## config.mk

```make
export PLATFORM = sky130hd
export DESIGN_NAME = font_rom_glyph_fetch_core
export DESIGN_NICKNAME = d
export VERILOG_FILES = /design/src/frgf_pkg.sv /design/src/frgf_lookup.sv /design/src/frgf_out_buf.sv /design/src/font_rom_glyph_fetch_core.sv
export SDC_FILE = /design/constraint.sdc
export NUM_CORES = 1
export LEC_CHECK = 0
export BUFFER_PORTS_ARGS = -buffer_cell sky130_fd_sc_hd__buf_4
export CAP_MARGIN = 20
export CORE_MARGIN = 3
export CORE_UTILIZATION = 50
export CTS_CLUSTER_DIAMETER = 60
export DETAILED_ROUTE_END_ITERATION = 8
export PLACE_DENSITY = 0.65
export SLEW_MARGIN = 25
export SYNTH_ARGS = -nofsm -noshare
export SYNTH_HDL_FRONTEND = slang
export SYNTH_SLANG_ARGS = --single-unit
```

## constraint.sdc

```tcl
create_clock -name aclk -period 9.8 [get_ports aclk]
set_input_delay 1.96 -clock aclk [delete_from_list [all_inputs] [get_ports aclk]]
set_output_delay 1.96 -clock aclk [all_outputs]
set_load 0.03 [all_outputs]
```

## src/frgf_pkg.sv

```systemverilog
package frgf_pkg;

    // Field and address widths
    localparam int ADDR_W    = 24;
    localparam int BYTE_W    = 8;
    localparam int FONT_W    = 3;
    localparam int COUNT_W   = 6;
    localparam int STATUS_W  = 2;
    localparam int NUM_FONTS = 5;
    localparam int CFG_IDX_W = 3;
    localparam int GB_IDX_W  = 13;
    localparam int OFFSET_W  = 18;

    // Item commands
    localparam logic CMD_REQUEST = 1'b0;
    localparam logic CMD_RX_BYTE = 1'b1;

    // Font codes, which are also the base register indexes
    localparam logic [FONT_W-1:0] FONT_GB2312_16   = 3'd0;
    localparam logic [FONT_W-1:0] FONT_ASCII_5X7   = 3'd1;
    localparam logic [FONT_W-1:0] FONT_ASCII_7X8   = 3'd2;
    localparam logic [FONT_W-1:0] FONT_ASCII_8X16  = 3'd3;
    localparam logic [FONT_W-1:0] FONT_ASCII_BOLD  = 3'd4;

    // Status codes
    localparam logic [STATUS_W-1:0] STATUS_OK         = 2'd0;
    localparam logic [STATUS_W-1:0] STATUS_INVALID    = 2'd1;
    localparam logic [STATUS_W-1:0] STATUS_UNEXPECTED = 2'd2;

    // Flash bytes
    localparam logic [BYTE_W-1:0] FLASH_READ_CMD = 8'h03;
    localparam logic [BYTE_W-1:0] FLASH_DUMMY    = 8'hFF;

    // GB2312 code ranges and table layout
    localparam logic [BYTE_W-1:0] GB_LO_MIN    = 8'hA1;
    localparam logic [BYTE_W-1:0] GB_SYM_FIRST = 8'hA1;
    localparam logic [BYTE_W-1:0] GB_SYM_LAST  = 8'hA3;
    localparam logic [BYTE_W-1:0] GB_EXT_ROW   = 8'hA9;
    localparam logic [BYTE_W-1:0] GB_HZ_FIRST  = 8'hB0;
    localparam logic [BYTE_W-1:0] GB_HZ_LAST   = 8'hF7;
    localparam logic [GB_IDX_W-1:0] GB_EXT_START = 13'd282;
    localparam logic [GB_IDX_W-1:0] GB_ROW_LEN   = 13'd94;
    localparam logic [GB_IDX_W-1:0] GB_HZ_START  = 13'd846;

    // ASCII code range
    localparam logic [BYTE_W-1:0] ASCII_FIRST = 8'h20;
    localparam logic [BYTE_W-1:0] ASCII_LAST  = 8'h7F;

    // Glyph lengths in bytes
    localparam logic [COUNT_W-1:0] LEN_GB    = 6'd32;
    localparam logic [COUNT_W-1:0] LEN_SMALL = 6'd8;
    localparam logic [COUNT_W-1:0] LEN_LARGE = 6'd16;

    typedef enum logic [1:0] {
        PH_IDLE   = 2'd0,
        PH_HEADER = 2'd1,
        PH_DATA   = 2'd2
    } phase_t;

    typedef logic [NUM_FONTS-1:0][ADDR_W-1:0] base_bank_t;

    typedef struct packed {
        logic                cmd;
        logic [FONT_W-1:0]   font_select;
        logic [BYTE_W-1:0]   first_byte;
        logic [BYTE_W-1:0]   second_byte;
        logic                invert;
        logic [BYTE_W-1:0]   rx_byte;
    } in_item_t;

    typedef struct packed {
        logic [STATUS_W-1:0] status;
        logic                tx_valid;
        logic [BYTE_W-1:0]   tx_byte;
        logic                select_active;
        logic                data_valid;
        logic [BYTE_W-1:0]   glyph_byte;
        logic                last;
    } out_item_t;

    typedef struct packed {
        logic               valid;
        logic [ADDR_W-1:0]  addr;
        logic [COUNT_W-1:0] len;
    } lookup_t;

endpackage

```

## src/frgf_lookup.sv

```systemverilog
module frgf_lookup
    import frgf_pkg::*;
(
    input  logic [FONT_W-1:0] font,
    input  logic [BYTE_W-1:0] hi,
    input  logic [BYTE_W-1:0] lo,
    input  base_bank_t        bases,
    output lookup_t           result
);

    logic                gb_lo_ok;
    logic                gb_sym;
    logic                gb_ext;
    logic                gb_hz;
    logic                gb_ok;
    logic                ascii_ok;
    logic [BYTE_W-1:0]   row_off;
    logic [GB_IDX_W-1:0] lo_off;
    logic [GB_IDX_W-1:0] row_start;
    logic [GB_IDX_W-1:0] gb_idx;
    logic [6:0]          ascii_idx;
    logic [OFFSET_W-1:0] offset;
    logic [ADDR_W-1:0]   base;
    logic                ascii_short;

    // Classify the GB2312 code
    assign gb_lo_ok = lo >= GB_LO_MIN;
    assign gb_ext   = hi == GB_EXT_ROW;
    assign gb_sym   = (hi >= GB_SYM_FIRST) && (hi <= GB_SYM_LAST);
    assign gb_hz    = (hi >= GB_HZ_FIRST) && (hi <= GB_HZ_LAST);
    assign gb_ok    = gb_lo_ok && (gb_ext || gb_sym || gb_hz);
    assign ascii_ok = (hi >= ASCII_FIRST) && (hi <= ASCII_LAST);

    // Form the GB2312 glyph index: area start plus row times row length plus column
    assign row_off   = gb_sym ? (hi - GB_SYM_FIRST) : (hi - GB_HZ_FIRST);
    assign lo_off    = GB_IDX_W'(lo - GB_LO_MIN);
    assign row_start = GB_IDX_W'(row_off[6:0]) * GB_ROW_LEN;
    always_comb begin
        if (gb_ext) begin
            gb_idx = GB_EXT_START + lo_off;
        end else if (gb_hz) begin
            gb_idx = row_start + lo_off + GB_HZ_START;
        end else begin
            gb_idx = row_start + lo_off;
        end
    end

    // ASCII index from the printable range
    assign ascii_idx   = 7'(hi - ASCII_FIRST);
    assign ascii_short = (font == FONT_ASCII_5X7) || (font == FONT_ASCII_7X8);

    // Pick offset, length and base by font, then add the base
    always_comb begin
        result.valid = 1'b0;
        result.len   = '0;
        offset       = '0;
        base         = '0;
        unique case (font)
            FONT_GB2312_16: begin
                result.valid = gb_ok;
                result.len   = LEN_GB;
                offset       = {gb_idx, 5'b0};
                base         = bases[FONT_GB2312_16];
            end
            FONT_ASCII_5X7, FONT_ASCII_7X8, FONT_ASCII_8X16, FONT_ASCII_BOLD: begin
                result.valid = ascii_ok;
                result.len   = ascii_short ? LEN_SMALL : LEN_LARGE;
                offset       = ascii_short ? OFFSET_W'({ascii_idx, 3'b0})
                                           : OFFSET_W'({ascii_idx, 4'b0});
                base         = bases[font];
            end
            default: begin
                result.valid = 1'b0;
            end
        endcase
        result.addr = base + ADDR_W'(offset);
    end

endmodule

```

## src/frgf_out_buf.sv

```systemverilog
module frgf_out_buf
    import frgf_pkg::*;
(
    input  logic      aclk,
    input  logic      aresetn,
    input  logic      push,
    input  out_item_t push_data,
    output logic      has_room,
    output logic      m_valid,
    input  logic      m_ready,
    output out_item_t m_data
);

    out_item_t  entry_reg [2];
    logic       rd_ptr_reg;
    logic       wr_ptr_reg;
    logic [1:0] count_reg;
    logic       pop;

    assign has_room = count_reg != 2'd2;
    assign m_valid  = count_reg != 2'd0;
    assign m_data   = entry_reg[rd_ptr_reg];
    assign pop      = m_valid && m_ready;

    // Store each finished item
    always_ff @(posedge aclk) begin
        if (push) begin
            entry_reg[wr_ptr_reg] <= push_data;
        end
    end

    // Advance pointers and the fill count
    always_ff @(posedge aclk) begin
        if (!aresetn) begin
            rd_ptr_reg <= 1'b0;
            wr_ptr_reg <= 1'b0;
            count_reg  <= 2'd0;
        end else begin
            if (push) begin
                wr_ptr_reg <= ~wr_ptr_reg;
            end
            if (pop) begin
                rd_ptr_reg <= ~rd_ptr_reg;
            end
            case ({push, pop})
                2'b10:   count_reg <= count_reg + 2'd1;
                2'b01:   count_reg <= count_reg - 2'd1;
                default: count_reg <= count_reg;
            endcase
        end
    end

endmodule

```

## src/font_rom_glyph_fetch_core.sv

```systemverilog
// Each accepted input item's result is written into the output buffer registers.
// Throughput: one item per cycle; a two-entry output buffer keeps s_ready high
// until two results wait on m_ready.
// Reset: aresetn (synchronous, active low) clears the sequencer, the base
// registers and the output buffer; no clearing pass is needed.
module font_rom_glyph_fetch_core
    import frgf_pkg::*;
(
    input  logic                 aclk,
    input  logic                 aresetn,
    input  logic                 cfg_wr_en,
    input  logic [CFG_IDX_W-1:0] cfg_index,
    input  logic [ADDR_W-1:0]    cfg_data,
    input  logic                 s_valid,
    output logic                 s_ready,
    input  in_item_t             s_data,
    output logic                 m_valid,
    input  logic                 m_ready,
    output out_item_t            m_data
);

    base_bank_t         base_reg;
    phase_t             phase_reg;
    phase_t             phase_next;
    logic [COUNT_W-1:0] count_reg;
    logic [COUNT_W-1:0] count_next;
    logic [ADDR_W-1:0]  addr_reg;
    logic [ADDR_W-1:0]  addr_next;
    logic [COUNT_W-1:0] len_reg;
    logic [COUNT_W-1:0] len_next;
    logic               inv_reg;
    logic               inv_next;
    out_item_t          result;
    lookup_t            lookup;
    logic               accept;
    logic [COUNT_W-1:0] count_inc;
    logic [BYTE_W-1:0]  glyph;
    logic [BYTE_W-1:0]  addr_byte;
    logic               data_done;

    assign accept = s_valid && s_ready;

    // Base address registers
    always_ff @(posedge aclk) begin
        if (!aresetn) begin
            base_reg <= '0;
        end else if (cfg_wr_en && (cfg_index < CFG_IDX_W'(NUM_FONTS))) begin
            base_reg[cfg_index] <= cfg_data;
        end
    end

    frgf_lookup u_lookup (
        .font   (s_data.font_select),
        .hi     (s_data.first_byte),
        .lo     (s_data.second_byte),
        .bases  (base_reg),
        .result (lookup)
    );

    assign count_inc = count_reg + COUNT_W'(1);
    assign data_done = count_inc >= len_reg;
    assign glyph     = inv_reg ? ~s_data.rx_byte : s_data.rx_byte;

    // Address byte for the header step, high byte first
    always_comb begin
        case (count_reg[1:0])
            2'd0:    addr_byte = addr_reg[23:16];
            2'd1:    addr_byte = addr_reg[15:8];
            default: addr_byte = addr_reg[7:0];
        endcase
    end

    // Next state
    always_comb begin
        phase_next = phase_reg;
        count_next = count_reg;
        addr_next  = addr_reg;
        len_next   = len_reg;
        inv_next   = inv_reg;
        if (s_data.cmd == CMD_REQUEST) begin
            if (phase_reg == PH_IDLE && lookup.valid) begin
                phase_next = PH_HEADER;
                count_next = '0;
                addr_next  = lookup.addr;
                len_next   = lookup.len;
                inv_next   = s_data.invert;
            end
        end else begin
            unique case (phase_reg)
                PH_HEADER: begin
                    if (count_reg < COUNT_W'(3)) begin
                        count_next = count_inc;
                    end else begin
                        count_next = '0;
                        phase_next = PH_DATA;
                    end
                end
                PH_DATA: begin
                    if (data_done) begin
                        count_next = '0;
                        phase_next = PH_IDLE;
                    end else begin
                        count_next = count_inc;
                    end
                end
                default: begin
                    phase_next = PH_IDLE;
                end
            endcase
        end
    end

    // Result item
    always_comb begin
        result = '0;
        if (s_data.cmd == CMD_REQUEST) begin
            if (phase_reg != PH_IDLE) begin
                result.status        = STATUS_UNEXPECTED;
                result.select_active = 1'b1;
            end else if (!lookup.valid) begin
                result.status = STATUS_INVALID;
            end else begin
                result.tx_valid      = 1'b1;
                result.tx_byte       = FLASH_READ_CMD;
                result.select_active = 1'b1;
            end
        end else begin
            unique case (phase_reg)
                PH_HEADER: begin
                    result.tx_valid      = 1'b1;
                    result.select_active = 1'b1;
                    result.tx_byte       = (count_reg < COUNT_W'(3)) ? addr_byte
                                                                     : FLASH_DUMMY;
                end
                PH_DATA: begin
                    result.data_valid = 1'b1;
                    result.glyph_byte = glyph;
                    if (data_done) begin
                        result.last = 1'b1;
                    end else begin
                        result.tx_valid      = 1'b1;
                        result.tx_byte       = FLASH_DUMMY;
                        result.select_active = 1'b1;
                    end
                end
                default: begin
                    result.status = STATUS_UNEXPECTED;
                end
            endcase
        end
    end

    // Advance the sequencer on each accepted item
    always_ff @(posedge aclk) begin
        if (!aresetn) begin
            phase_reg <= PH_IDLE;
            count_reg <= '0;
            addr_reg  <= '0;
            len_reg   <= '0;
            inv_reg   <= 1'b0;
        end else if (accept) begin
            phase_reg <= phase_next;
            count_reg <= count_next;
            addr_reg  <= addr_next;
            len_reg   <= len_next;
            inv_reg   <= inv_next;
        end
    end

    frgf_out_buf u_out_buf (
        .aclk      (aclk),
        .aresetn   (aresetn),
        .push      (accept),
        .push_data (result),
        .has_room  (s_ready),
        .m_valid   (m_valid),
        .m_ready   (m_ready),
        .m_data    (m_data)
    );

endmodule

```

# After elaboration in Yosys (flattened, before gate mapping)
# Memories as Yosys holds them, arrays and structs flattened. A register that Yosys moved wholly into a read port is not among the register bits.
# Index checks and enable logic that the tools add are counted.
# word_totals
reg_bits,163
latch_bits,0
ramBits,44
mem_bits_ro,0
memories,1
# mem_list
name,depth,word_bits,read_ports,rd_clocked_by_memory_dff,write_ports,line_no,source
u_out_buf.entry_reg,2,22,1,1,1,frgf_out_buf.sv:14,out_item_t entry_reg [2];
# classes
add_sub_neg,11
mul,1
div_mod_pow,0
magnitude_cmp,13
eq_ne,14
shifts,0
mux,44
bitwise_logic,4
reduce_logical,24
# ops
operator,n
$bwmux 120,1
$bmux 24 s3,1
$demux 24 s3,1
$mux 24,2
$pmux 24 s2,1
$mux 10,4
$pmux 18 s2,1
$mux 13,2
$add 24x18->24,1
$ge 8x8->1 const B,3
$mux 6,4
$pmux 6 s2,2
$sub 7x6->7 const B,3
$pmux 10 s2,1
$le 8x8->1 const B,2
$mux 8,2
$pmux 8 s2,1
$add 13x10->13 const B,1
$add 13x13->13,1
$add 9x13->13 const A,1
$mul 7x6->12 const B,1
$mux 12,1
$mux 2,6
$mux 11,1
37 further kinds,67

# Depth between registers and ports, before layout
# depth
ltp_word,10
ltp_mapped,35

# Modules after synthesis
# From an unflattened synthesis, not the netlist that was laid out.
# hier_totals
hier_cells,1456
area_unflattened_um2,12990.0
# by_module_without_submodules
mod,n_inst,cells_each,area_per_inst_um2,seq_area_each_um2
font_rom_glyph_fetch_core,1,816,6717.7,3183.1
frgf_lookup,1,549,4468.0,0.0
frgf_out_buf,1,91,1804.2,1421.4

# Worst setup path before layout
# Ideal clock, no wire load.
# synth_timing
path_kind,in2reg
start,input port s_data[21] in the netlist's numbering
end,register addr_reg[23]
setup_ns,0.062
arrival_ns,9.046
required_time_ns,9.738
path_slack_ns,0.692
cell_stages,34
path_buffers,1
path_cell_list,inv_1 -> ha_1 -> nand2b_4 -> or3_4 -> or3_1 -> xnor2_1 -> inv_1 -> fa_1 -> inv_1 -> ha_1 -> inv_1 -> fa_1 -> inv_1 -> ha_1 -> a21oi_1 -> o21bai_1 -> a21oi_1 -> xnor2_1 -> ha_1 -> clkbuf_1 -> and3_1 -> a221oi_1 -> xor2_1 -> or3b_2 -> xnor2_1 -> nor2_1 -> ha_1 -> and3_1 -> nand2_1 -> nand2_1 -> o211ai_1 -> and2_1 -> or4_1 -> nand3_1
# synth_between
elab_chain_len,10
# synth_rtl
item,line_no,source
from (decl),font_rom_glyph_fetch_core.sv:16,"input in_item_t s_data,"
$ge 8x8->1 / $le 8x8->1 (equally long branches),frgf_lookup.sv:29,assign gb_sym = (hi >= GB_SYM_FIRST) && (hi <= GB_SYM_LAST);
$logic_and 1x1->1,frgf_lookup.sv:29,
$mux 7,frgf_lookup.sv:35,assign row_off = gb_sym ? (hi - GB_SYM_FIRST) : (hi - GB_HZ_FIRST);
$mul 7x6->12,frgf_lookup.sv:37,assign row_start = GB_IDX_W'(row_off[6:0]) * GB_ROW_LEN;
$add 13x13->13,"frgf_lookup.sv:42, frgf_lookup.sv:44",
$add 13x10->13,frgf_lookup.sv:42,gb_idx = row_start + lo_off + GB_HZ_START;
$mux 13,frgf_lookup.sv:41,end else if (gb_hz) begin
$mux 13,frgf_lookup.sv:39,if (gb_ext) begin
$pmux 18 s2,frgf_lookup.sv:58,unique case (font)
$add 24x18->24,frgf_lookup.sv:76,result.addr = base + ADDR_W'(offset);
to (signal assigned),font_rom_glyph_fetch_core.sv:164,addr_reg <= addr_next;
to (decl),font_rom_glyph_fetch_core.sv:27,logic [ADDR_W-1:0] addr_reg;
# Several ways; a longest one is shown, not always the timed one.
# A chain may end at the register's enable or synchronous reset.

# Worst setup path in the final report
# Ends and elaborated chain as after synthesis.

==> reports/results.ini <==
[outcome]
outcome = completed

[pwr]
clkPwrFrac_pct = 27.4
p_leak_uw = 0.00537
seq_power_share_pct = 30.6
ir_drop_v = 0.000215
power.internal_uw = 1970
pwr-share-comb_pct = 42.0
power_density_nw_per_um2 = 225
total_power_uw = 3090
swShare_pct = 36.3
switchingPower_uw = 1120

[clock_network]
clk-insertion-delay-late_ps = 520
cts_hold_buf = 0
cts.sinks = 205
cts_max_level = 1
cts.clk_slew.worst_paths_ps = 60
post_cts_buffers = 0
numCtsBuffers = 23
cts_resized = 0
cts_root_buf = clkbuf_16
cts_tree = yes
clk_path_buf_depth = 3

[timing]
max_freq_ghz = 0.108
timing.setup.tns_ps = 0
setup_viol = 0
period_minus_slack_ps = 9270
post-route-period-util_pct = 94.6
rsz0062_at_grt = false
finalClockSkew_ps = 25.7
hold_viol = 0
slew_headroom_pct = 31.9
slew_violations = 0
finalWorstSetupSlack_ps = 528
tightest_slew_ps = 1020

[setup_path]
max_stage_delay_ps = 550
worst-path-max-fanout = 7
cpMostUsedCell = inv_1
r2r_slack_ps = 6560
slowest_stage = fa_1
critical_path_class = in2reg
crit_path_end_kind = flop
crit_arrival_ps = 9710
start_kind = primary input
required_ps = 10240

[synth]
yosys.area.top_type_share_pct = 26.7
async_flop_share_pct = 0
ys_seq_area_share_pct = 37.7
syn_area_um2 = 12100
synth_top_cell_by_area = dfxtp_1
synth.distinct_cells = 71
syn_nets = 1551
ys_top_cells_by_area = dfxtp_1 (27%), edfxtp_1 (11%), nand2_1 (10%)
synth-seq-cells = 205
synth_cells = 1403
synth_edf_count = 44
synth-main-ff-cell = dfxtp_1
ys.warnings.count = 0
avgSynthCellArea_um2 = 8.60

[place]
dpl-instance-area_um2 = 13000
place_hpwl_mm = 21.1
portBuffers = 84
gp_congestion = 0.892
place_inst = 1754
place_ws_ps = 97.4

[global_route]
grt_pass1_wl_mm = 49.9
grt_pass1_vias = 9642
track_usage_pct = 23.3
grt_max_degree = 88
grt-ovfl-total = 0
antenna_found_initial = 0

[floorplanning]
rows = 56
start_util_pct = 51.1
fp.dieH_um = 161
core_area_um2 = 23600
die_w_um = 161
ios = 85
die_area_um2 = 26000

[drt]
vias_per_cell = 5.57
ant_nets = 0
wl_mm = 30.8
first_pass_iters = 5
drc = 0
dr_total_vias = 10000
drt_iter0_markers = 743
wire_per_inst_um = 17.2

[layout]
final_cell_area_um2 = 13700
syn_to_final_growth_pct = 14.0
largest_register_ffs = 120
layoutNonFillerInstCount = 1795
num_antenna_cells = 0
final_nets = 1608
fillers = 2159
drive_above_1_share_pct = 14.3

[run]
drv_cap = 0

[worst_hold_path]
hold_path_class = reg2reg

==> through the flow <==
stage	hold slack, ps	utilization (%)
after floorplan	432	-
after global placement	438	54.9
after detailed placement	444	55.0
after CTS	452	58.2
after global routing	469	58.2
final	451	58.2
==> worst max-delay path: cells and delay by family <==
family          cells  cell delay [ps]
fa+ha+maj           7             2650
simple gates       12             2730
buf+inv             6              630
mux                 1              430
xor+xnor            3              500
compound gates      4              790
==> final timing paths <==
path	from	endpoint	cells after the start
worst min register to register	base_reg[86]$_SDFFE_PN0P_	base_reg[86]$_SDFFE_PN0P_	2
worst max register to register	base_reg[78]$_SDFFE_PN0P_	addr_reg[22]$_SDFFE_PN0P_	10
worst max-delay path	s_data[21]	addr_reg[23]$_SDFFE_PN0P_	33
worst min-delay path	base_reg[86]$_SDFFE_PN0P_	base_reg[86]$_SDFFE_PN0P_	2
==> layout by cell type, fill, tap and decap left out, drive strengths merged, types with 11 or more instances in the layout <==
| cell type | n |
|---|---|
| nor3 | 16 |
| inv | 67 |
| o21ai | 33 |
| buf | 103 |
| dfxtp | 161 |
| nand3 | 29 |
| xor2 | 22 |
| a22oi | 11 |
| clkbuf | 36 |
| mux2 | 24 |
| fa | 16 |
| nor2 | 71 |
| nand2 | 323 |
| a22o | 20 |
| a21oi | 178 |
| a21o | 20 |
| ha | 71 |
| mux4 | 23 |
| edfxtp | 44 |
| xnor2 | 47 |
| a31oi | 14 |
==> cells in the mapped netlist (14+ instances only) <==
library cell  count
nor3_1           16
a31oi_1          14
a22o_1           20
a21o_1           20
inv_1            64
xor2_1           22
nand3_1          29
a21oi_1         178
mux4_2           23
fa_1             16
nor2_1           70
ha_1             71
clkbuf_1         53
nand2_1         323
xnor2_1          47
o21ai_0          32
edfxtp_1         44
mux2_2           24
dfxtp_1         161
==> routing by layer <==
metal | wire (µm) | global-route usage, % | vias to the layer above
li1 | - | - | 5013
met1 | 14100 | 31.9 | 4732
met2 | 14700 | 40.0 | 222
met3 | 1440 | 2.95 | 35
met4 | 503 | 4.85 | 0
met5 | 0 | 0 | -
==> power groups by stage <==
stage	combinational (µW)	clock [µW]	sequential [µW]
after floorplan	992	0	944
after global placement	1260	0	961
after detailed placement	1270	0	963
after CTS	1280	858	944
after global routing	1430	895	950
final	1300	847	944
==> logic make-up (layout without fill, tap and decap cells) <==
logic type                 count (synthesis)  after routing  share of synthesized area [%]
and+or+nand+nor                          510            510                           18.2
AOI/OAI and AO/OA                        338            338                           17.2
DFF                                      205            205                           37.7
buffers and inverters                    137            210                           4.41
adders and majority gates                 88             88                           10.1
xor gates and xnor gates                  70             70                           5.20
muxes                                     55             55                           7.20
==> cell type report <==
cell class	count	area, µm²	share of cell area [%]
clock buffers	36	688	5.01
inverters	66	250	1.82
multi-input cells	1061	7020	51.1
repair buffers	103	777	5.65
flip-flops and latches	205	4540	33.1
clock inverters	5	61.3	0.446
well taps	319	399	2.90
No activity file was read; power rests on OpenSTA's default activity.
